===== src/rtl/lsfe_pkg.sv =====
package lsfe_pkg;

    // field widths
    localparam int LenBits  = 32;
    localparam int ByteBits = 8;
    localparam int PosW     = $clog2(LenBits);

    // parse phases
    localparam logic [2:0] PH_MAGIC  = 3'd0;
    localparam logic [2:0] PH_EXTLEN = 3'd1;
    localparam logic [2:0] PH_DOT    = 3'd2;
    localparam logic [2:0] PH_EXT    = 3'd3;
    localparam logic [2:0] PH_PAYLEN = 3'd4;
    localparam logic [2:0] PH_PAY    = 3'd5;
    localparam logic [2:0] PH_DONE   = 3'd6;
    localparam logic [2:0] PH_HALT   = 3'd7;

    // result kinds
    localparam logic [1:0] KIND_EXT = 2'd0;
    localparam logic [1:0] KIND_PAY = 2'd1;
    localparam logic [1:0] KIND_ERR = 2'd2;

    // error codes
    localparam logic [2:0] ERR_NONE       = 3'd0;
    localparam logic [2:0] ERR_BAD_MAGIC  = 3'd1;
    localparam logic [2:0] ERR_ZERO_EXT   = 3'd2;
    localparam logic [2:0] ERR_MISSING_DOT = 3'd3;
    localparam logic [2:0] ERR_ZERO_PAY   = 3'd4;

    localparam logic [7:0] DOT_CHAR    = 8'h2E;
    localparam logic [7:0] MAGIC_RESET = 8'd35;

    // one registered input word, only the hidden bit is kept
    typedef struct packed {
        logic data_bit;
        logic frame_start;
    } t_item;

    // one result word
    typedef struct packed {
        logic [7:0] out_byte;
        logic [1:0] kind;
        logic       last;
        logic [2:0] error_code;
    } t_result;

endpackage


===== src/rtl/lsfe_item_if.sv =====
interface lsfe_item_if;
    logic       valid;
    logic       ready;
    logic [7:0] carrier_byte;
    logic       frame_start;

    modport source (output valid, output carrier_byte, output frame_start, input ready);
    modport sink   (input valid, input carrier_byte, input frame_start, output ready);
endinterface


===== src/rtl/lsfe_result_if.sv =====
interface lsfe_result_if;
    logic       valid;
    logic       ready;
    logic [7:0] out_byte;
    logic [1:0] kind;
    logic       last;
    logic [2:0] error_code;

    modport source (output valid, output out_byte, output kind, output last,
                    output error_code, input ready);
    modport sink   (input valid, input out_byte, input kind, input last,
                    input error_code, output ready);
endinterface


===== src/rtl/lsfe_cfg_if.sv =====
interface lsfe_cfg_if;
    logic       valid;
    logic       ready;
    logic [7:0] magic_byte;

    modport source (output valid, output magic_byte, input ready);
    modport sink   (input valid, input magic_byte, output ready);
endinterface


===== src/rtl/lsfe_in_reg.sv =====
module lsfe_in_reg
    import lsfe_pkg::*;
(
    input  logic  i_clk,
    input  logic  i_rst_n,
    input  logic  i_valid,
    input  t_item i_item,
    input  logic  i_adv,
    output logic  o_ready,
    output logic  o_valid,
    output t_item o_item
);

    logic  r_vld;
    t_item r_item;

    // slot frees when the parser consumes the word
    assign o_ready = !r_vld || i_adv;
    assign o_valid = r_vld;
    assign o_item  = r_item;

    // valid flag
    always_ff @(posedge i_clk) begin
        if (!i_rst_n) begin
            r_vld <= 1'b0;
        end else if (o_ready) begin
            r_vld <= i_valid;
        end
    end

    // payload
    always_ff @(posedge i_clk) begin
        if (i_valid && o_ready) begin
            r_item <= i_item;
        end
    end

endmodule


===== src/rtl/lsfe_parser.sv =====
module lsfe_parser
    import lsfe_pkg::*;
(
    input  logic         i_clk,
    input  logic         i_rst_n,
    input  t_item        i_item,
    input  logic         i_step,
    input  logic [7:0]   i_magic,
    output logic         o_res_vld,
    output t_result      o_res
);

    logic [2:0]         r_phase, n_phase;
    logic [PosW-1:0]    r_pos, n_pos;
    logic [LenBits-1:0] r_acc, n_acc;
    logic [LenBits-1:0] r_rem, n_rem;

    logic [2:0]         cur_phase;
    logic [PosW-1:0]    cur_pos;
    logic [LenBits-1:0] cur_acc;
    logic [LenBits-1:0] cur_rem;
    logic [LenBits-1:0] value;
    logic               is_len;
    logic               field_done;
    logic               is_last;

    // frame_start restarts parsing with this word's bit
    always_comb begin
        cur_phase = i_item.frame_start ? PH_MAGIC : r_phase;
        cur_pos   = i_item.frame_start ? '0 : r_pos;
        cur_acc   = i_item.frame_start ? '0 : r_acc;
        cur_rem   = i_item.frame_start ? '0 : r_rem;
        value     = {cur_acc[LenBits-2:0], i_item.data_bit};
        is_len    = (cur_phase == PH_EXTLEN) || (cur_phase == PH_PAYLEN);
        field_done = is_len ? (cur_pos == PosW'(LenBits - 1))
                            : (cur_pos == PosW'(ByteBits - 1));
        is_last   = (cur_rem == LenBits'(1));
    end

    // field completion and phase sequencing
    always_comb begin
        n_phase   = cur_phase;
        n_pos     = cur_pos + 1'b1;
        n_acc     = value;
        n_rem     = cur_rem;
        o_res_vld = 1'b0;
        o_res     = '0;
        if ((cur_phase == PH_DONE) || (cur_phase == PH_HALT)) begin
            n_pos = cur_pos;
            n_acc = cur_acc;
        end else if (field_done) begin
            n_pos = '0;
            n_acc = '0;
            unique case (cur_phase)
                PH_MAGIC: begin
                    if (value[7:0] != i_magic) begin
                        n_phase          = PH_HALT;
                        o_res_vld        = 1'b1;
                        o_res.kind       = KIND_ERR;
                        o_res.error_code = ERR_BAD_MAGIC;
                    end else begin
                        n_phase = PH_EXTLEN;
                    end
                end
                PH_EXTLEN: begin
                    if (value == '0) begin
                        n_phase          = PH_HALT;
                        o_res_vld        = 1'b1;
                        o_res.kind       = KIND_ERR;
                        o_res.error_code = ERR_ZERO_EXT;
                    end else begin
                        n_rem   = value;
                        n_phase = PH_DOT;
                    end
                end
                PH_DOT: begin
                    if (value[7:0] != DOT_CHAR) begin
                        n_phase          = PH_HALT;
                        o_res_vld        = 1'b1;
                        o_res.kind       = KIND_ERR;
                        o_res.error_code = ERR_MISSING_DOT;
                    end else begin
                        n_phase = PH_EXT;
                    end
                end
                PH_EXT: begin
                    n_rem          = cur_rem - LenBits'(1);
                    o_res_vld      = 1'b1;
                    o_res.out_byte = value[7:0];
                    o_res.kind     = KIND_EXT;
                    o_res.last     = is_last;
                    if (is_last) begin
                        n_phase = PH_PAYLEN;
                    end
                end
                PH_PAYLEN: begin
                    if (value == '0) begin
                        n_phase          = PH_HALT;
                        o_res_vld        = 1'b1;
                        o_res.kind       = KIND_ERR;
                        o_res.error_code = ERR_ZERO_PAY;
                    end else begin
                        n_rem   = value;
                        n_phase = PH_PAY;
                    end
                end
                PH_PAY: begin
                    n_rem          = cur_rem - LenBits'(1);
                    o_res_vld      = 1'b1;
                    o_res.out_byte = value[7:0];
                    o_res.kind     = KIND_PAY;
                    o_res.last     = is_last;
                    if (is_last) begin
                        n_phase = PH_DONE;
                    end
                end
                default: begin
                    n_phase = cur_phase;
                end
            endcase
        end
    end

    // parse state
    always_ff @(posedge i_clk) begin
        if (!i_rst_n) begin
            r_phase <= PH_MAGIC;
            r_pos   <= '0;
            r_acc   <= '0;
            r_rem   <= '0;
        end else if (i_step) begin
            r_phase <= n_phase;
            r_pos   <= n_pos;
            r_acc   <= n_acc;
            r_rem   <= n_rem;
        end
    end

endmodule


===== src/rtl/lsfe_out_reg.sv =====
module lsfe_out_reg
    import lsfe_pkg::*;
(
    input  logic    i_clk,
    input  logic    i_rst_n,
    input  logic    i_load,
    input  t_result i_res,
    input  logic    i_ready,
    output logic    o_free,
    output logic    o_valid,
    output t_result o_res
);

    logic    r_vld;
    t_result r_res;

    // slot is free when empty or being taken this cycle
    assign o_free  = !r_vld || i_ready;
    assign o_valid = r_vld;
    assign o_res   = r_res;

    // valid flag
    always_ff @(posedge i_clk) begin
        if (!i_rst_n) begin
            r_vld <= 1'b0;
        end else if (o_free) begin
            r_vld <= i_load;
        end
    end

    // payload
    always_ff @(posedge i_clk) begin
        if (i_load && o_free) begin
            r_res <= i_res;
        end
    end

endmodule


===== src/rtl/lsb_stego_frame_extractor.sv =====
// channel    | dir | handshake     | payload
// i_item     | in  | valid / ready | carrier_byte, frame_start
// o_result   | out | valid / ready | out_byte, kind, last, error_code
// i_cfg      | in  | valid / ready | magic_byte (always ready)
//
// one word per cycle sustained unless a held result stalls it; a word goes input
// register -> parser (combinational) -> output register, where its result is held.
// the parser's field step (shift, 32-bit zero test, decrement) sets the rate.
// a held result stalls only words that produce a result; others keep flowing.
// synchronous active-low reset returns to the magic phase with magic_byte = 35.
module lsb_stego_frame_extractor
    import lsfe_pkg::*;
(
    input  logic i_clk,
    input  logic i_rst_n,
    lsfe_item_if.sink     i_item,
    lsfe_cfg_if.sink      i_cfg,
    lsfe_result_if.source o_result
);

    logic [7:0] r_magic_byte;
    t_item      item_in;
    t_item      item_q;
    logic       item_vld;
    logic       adv;
    logic       res_vld;
    t_result    res;
    logic       out_free;
    t_result    out_res;

    // magic register, written any time
    assign i_cfg.ready = 1'b1;

    always_ff @(posedge i_clk) begin
        if (!i_rst_n) begin
            r_magic_byte <= MAGIC_RESET;
        end else if (i_cfg.valid) begin
            r_magic_byte <= i_cfg.magic_byte;
        end
    end

    // input word, only bit 0 carries data
    assign item_in.data_bit    = i_item.carrier_byte[0];
    assign item_in.frame_start = i_item.frame_start;

    // advance when the word gives no result or the output slot is free
    assign adv = item_vld && (!res_vld || out_free);

    lsfe_in_reg u_in_reg (
        .i_clk   (i_clk),
        .i_rst_n (i_rst_n),
        .i_valid (i_item.valid),
        .i_item  (item_in),
        .i_adv   (adv),
        .o_ready (i_item.ready),
        .o_valid (item_vld),
        .o_item  (item_q)
    );

    lsfe_parser u_parser (
        .i_clk     (i_clk),
        .i_rst_n   (i_rst_n),
        .i_item    (item_q),
        .i_step    (adv),
        .i_magic   (r_magic_byte),
        .o_res_vld (res_vld),
        .o_res     (res)
    );

    lsfe_out_reg u_out_reg (
        .i_clk   (i_clk),
        .i_rst_n (i_rst_n),
        .i_load  (adv && res_vld),
        .i_res   (res),
        .i_ready (o_result.ready),
        .o_free  (out_free),
        .o_valid (o_result.valid),
        .o_res   (out_res)
    );

    // result word to the port
    assign o_result.out_byte   = out_res.out_byte;
    assign o_result.kind       = out_res.kind;
    assign o_result.last       = out_res.last;
    assign o_result.error_code = out_res.error_code;

endmodule


===== src/flat_wrapper.sv =====
// flat-port wrapper written by rule: the top's interface ports become plain ports
module lsb_stego_frame_extractor_flat import lsfe_pkg::*;
  (i_clk, i_rst_n, i_item_valid, i_item_carrier_byte, i_item_frame_start, i_item_ready, i_cfg_valid, i_cfg_magic_byte, i_cfg_ready, o_result_valid, o_result_out_byte, o_result_kind, o_result_last, o_result_error_code, o_result_ready);
  lsfe_item_if i_item_i ();
  lsfe_cfg_if i_cfg_i ();
  lsfe_result_if o_result_i ();
  input  logic i_clk;
  input  logic i_rst_n;
  input wire logic [$bits(i_item_i.valid)-1:0] i_item_valid;
  input wire logic [$bits(i_item_i.carrier_byte)-1:0] i_item_carrier_byte;
  input wire logic [$bits(i_item_i.frame_start)-1:0] i_item_frame_start;
  output wire logic [$bits(i_item_i.ready)-1:0] i_item_ready;
  input wire logic [$bits(i_cfg_i.valid)-1:0] i_cfg_valid;
  input wire logic [$bits(i_cfg_i.magic_byte)-1:0] i_cfg_magic_byte;
  output wire logic [$bits(i_cfg_i.ready)-1:0] i_cfg_ready;
  output wire logic [$bits(o_result_i.valid)-1:0] o_result_valid;
  output wire logic [$bits(o_result_i.out_byte)-1:0] o_result_out_byte;
  output wire logic [$bits(o_result_i.kind)-1:0] o_result_kind;
  output wire logic [$bits(o_result_i.last)-1:0] o_result_last;
  output wire logic [$bits(o_result_i.error_code)-1:0] o_result_error_code;
  input wire logic [$bits(o_result_i.ready)-1:0] o_result_ready;
  assign i_item_i.valid = i_item_valid;
  assign i_item_i.carrier_byte = i_item_carrier_byte;
  assign i_item_i.frame_start = i_item_frame_start;
  assign i_item_ready = i_item_i.ready;
  assign i_cfg_i.valid = i_cfg_valid;
  assign i_cfg_i.magic_byte = i_cfg_magic_byte;
  assign i_cfg_ready = i_cfg_i.ready;
  assign o_result_valid = o_result_i.valid;
  assign o_result_out_byte = o_result_i.out_byte;
  assign o_result_kind = o_result_i.kind;
  assign o_result_last = o_result_i.last;
  assign o_result_error_code = o_result_i.error_code;
  assign o_result_i.ready = o_result_ready;
  lsb_stego_frame_extractor u_core (.i_clk(i_clk), .i_rst_n(i_rst_n), .i_item(i_item_i), .i_cfg(i_cfg_i), .o_result(o_result_i));
endmodule

===== config.mk =====
export PLATFORM = sky130hd
export DESIGN_NAME = lsb_stego_frame_extractor_flat
export DESIGN_NICKNAME = d
export VERILOG_FILES = /design/src/rtl/lsfe_pkg.sv /design/src/rtl/lsfe_item_if.sv /design/src/rtl/lsfe_result_if.sv /design/src/rtl/lsfe_cfg_if.sv /design/src/rtl/lsfe_in_reg.sv /design/src/rtl/lsfe_parser.sv /design/src/rtl/lsfe_out_reg.sv /design/src/rtl/lsb_stego_frame_extractor.sv /design/src/flat_wrapper.sv
export SDC_FILE = /design/constraint.sdc
export NUM_CORES = 1
export LEC_CHECK = 0
export CORE_MARGIN = 8
export CORE_UTILIZATION = 40
export DETAILED_ROUTE_END_ITERATION = 7
export DONT_BUFFER_PORTS = 1
export GPL_ROUTABILITY_DRIVEN = 0
export PLACE_DENSITY = 0.57
export SYNTH_ARGS = -nofsm -noshare
export SYNTH_HDL_FRONTEND = slang
export SYNTH_SLANG_ARGS = --single-unit

===== constraint.sdc =====
create_clock -name i_clk -period 4.4 [get_ports i_clk]
set_input_delay 0.66 -clock i_clk [delete_from_list [all_inputs] [get_ports i_clk]]
set_output_delay 0.66 -clock i_clk [all_outputs]
set_load 0.005 [all_outputs]

==> run metrics <==
status=finished, final reports clean; maximum vdd ir drop=0.1881 mV; Fmax=247.0 MHz; commonest non-fill, non-tap cells in the layout=81 x nand2_1, 81 x dfxtp_1, 63 x nor2_1, 61 x o21ai_0, 54 x a21oi_1; Cell Pwr Density=293.9 nW/um^2; die area=18060 um^2; post-route cell area=5919 um^2; Slew HR=0.4798; share of total power in the clock network=0.424; largest net degree at the start of global routing=86; DP HPWL=11050 um; hold_buf cts=0; sequential share of power=0.527; placed cell count=846; Starting DRT DRC Count=532; MaxCap Viol Count=0; Final Critical Period=4.049 ns; Final nets=702; FP Rows=43; initial antenna violation count=0; Filler cells=1408; Hold Slack=0.3768 ns; core area=13770 um^2; drt pass-1 iters=5; Reg clk slew, reported paths=0.07 ns; Leak Pwr=1.886 nW; CTS buffer count=9; Hold Path Class=input pin to register; Slew @ Worst Pin=0.7751 ns; CTS tree=built; critical setup path kind=register to output port; Hold Violations, Final=0; Die H=134.4 um; final setup fails=0; Switch Pwr=0.4259 mW; Mapped Avg Cell Area=7.809 um^2; Final WS setup=0.3510 ns; Cell Area, Synth=5607 um^2; share of synthesized registers carrying an async set or reset=0; total number of vias=5450; DRT Wirelength=16970 um; CTS Root Cell=clkbuf_16; Ports=39; first-pass GRT wire length=27590 um; pre-CTS worst setup slack=0.8004 ns; DR DRC count=0; period utilization=0.9202; Die W=134.4 um; layout cells sized above 1=0.07038; cell-internal power=1.314 mW; Clock Tree Buf Depth=2; number of flops mapped to enable cells by yosys=16; Wirelength per Cell=19.69 um; setup_tns=0 ns; htree depth=3; Antenna diodes=0; RSZ-0062 raised after global routing=false; Final Non-Filler Cells=862; post-synthesis sequential area ratio=0.3749; Area after DPL=5647 um^2; worst skew pair latency=0.36 ns; combinational share of power=0.049; post-cts resize count=0; CP Max Fanout=16; Final ANT Viol Nets=0; crit path DAT=3.39 ns; YS warnings=0; Final Skew=0.01083 ns; Port Buffer Count=0; vias per inst=6.323; Cell variety after synth=64; Syn-to-layout area delta=5.579%; Net Count, Synth=743; Starting Density=0.4071; Post-synth top flop=dfxtp_1; Global Route Usage Sum=0.1887; post-route total power=1.740 mW; post-synthesis cell count=718; CP startpoint kind=register; clk sinks=97; vias in the first global route=5129; Switching Fraction=0.2448; grt total ovfl=0; Required @ worst endpoint=3.74 ns; postcts setup bufs=0; fin util=0.4298; FF+latch count, synth=97; Final Max Tran Viols=0; Worst setup EP type=output port
-- per-layer routing --
| metal | track usage | wire length [um] |
|---|---|---|
| met1 | 0.2504 | 7768 |
| met2 | 0.3009 | 7862 |
| met3 | 0.04076 | 1093 |
| met4 | 0.05303 | 248 |
| met5 | 0 | 0 |
-- Yosys cell counts (5+ instances only) --
cell / number / area (um^2)
nand3_1: 11 / 55.05
o21ai_1: 29 / 145.1
xnor2_1: 5 / 43.79
nor2_1: 63 / 236.5
nor4_1: 16 / 100.1
nor2b_1: 6 / 37.54
and2_1: 10 / 62.56
nand2_1: 81 / 304.0
o211ai_1: 24 / 180.2
o21ai_0: 61 / 305.3
a31oi_1: 13 / 81.33
mux2i_1: 13 / 130.1
nand2b_1: 5 / 31.28
dfxtp_1: 81 / 1622
clkbuf_1: 43 / 161.4
inv_1: 11 / 41.29
a22oi_1: 8 / 60.06
nand4_1: 33 / 206.5
nor3_1: 19 / 95.09
a21oi_1: 55 / 275.3
buf_2: 16 / 80.08
o31ai_1: 10 / 75.07
edfxtp_1: 16 / 480.5
o21a_1: 6 / 45.04
-- state kept, by name, summed over array words and instances (netlist names) --
signal / count
u_core.r_magic_byte: 8
u_core.u_in_reg.o_item: 2
u_core.u_in_reg.o_valid: 1
u_core.u_out_reg.o_res: 14
u_core.u_out_reg.o_valid: 1
u_core.u_parser.r_acc: 31
u_core.u_parser.r_phase: 3
u_core.u_parser.r_pos: 5
u_core.u_parser.r_rem: 32
-- cell type report --
| cell class | count | area (um^2) | share of cell area |
|---|---|---|---|
| Multi-Input combinational cell | 543 | 3166 | 0.5348 |
| Clock inverter | 7 | 47.55 | 0.008032 |
| Timing Repair Buffer | 15 | 112.6 | 0.01902 |
| Clock buffer | 9 | 225.2 | 0.03805 |
| Inverter | 11 | 41.29 | 0.006975 |
| Tap cell | 180 | 225.2 | 0.03805 |
| Sequential cell | 97 | 2102 | 0.3551 |
-- logic make-up (layout without fill, tap and decap cells) --
family                     count (synthesis)  count (layout)  synth area share
AOI/OAI and AO/OA                        247             247            0.2747
xor gates and xnor gates                   7               7           0.01094
adders and majority gates                  3               3          0.006696
buffers and inverters                     78              42           0.06182
DFF                                       97              97            0.3749
muxes                                     13              13           0.02321
other                                      1               1         0.0006689
and+or+nand+nor                          272             272            0.2470
-- worst paths after layout --
path	startpoint	endpoint	slack (ns)	depth (start not counted)
setup / recovery	u_core.u_in_reg.o_item[0]$_DFFE_PP_	i_item_ready	0.35	9
hold / removal	i_rst_n	u_core.r_magic_byte[0]$_SDFFE_PN1P_	0.38	1
setup reg to reg	u_core.u_in_reg.o_item[0]$_DFFE_PP_	u_core.u_parser.r_rem[22]$_SDFFE_PN0N_	0.69	10
hold reg to reg	u_core.u_parser.r_acc[16]$_SDFFE_PN0N_	u_core.u_parser.r_acc[16]$_SDFFE_PN0N_	0.48	2
-- power groups by stage --
stage	clock, mW	combinational, mW	sequential [mW]
CTS	0.756	0.0836	0.916
global route	0.783	0.0919	0.918
floorplan	0	0.0799	0.931
detailed placement	0	0.0829	0.937
finish	0.738	0.0851	0.917
global placement	0	0.0820	0.937
-- critical path, cell delays in order (launching register included) --
cell and delay, ns:
edfxtp_1 0.67, nor2b_1 0.28, ha_1 0.27, nand2_1 0.11
nor2_1 0.26, o21a_1 0.42, nand2_1 0.21, a31o_2 0.28
nor4_1 0.39, inv_1 0.13
(Power assumes the default switching activity.)
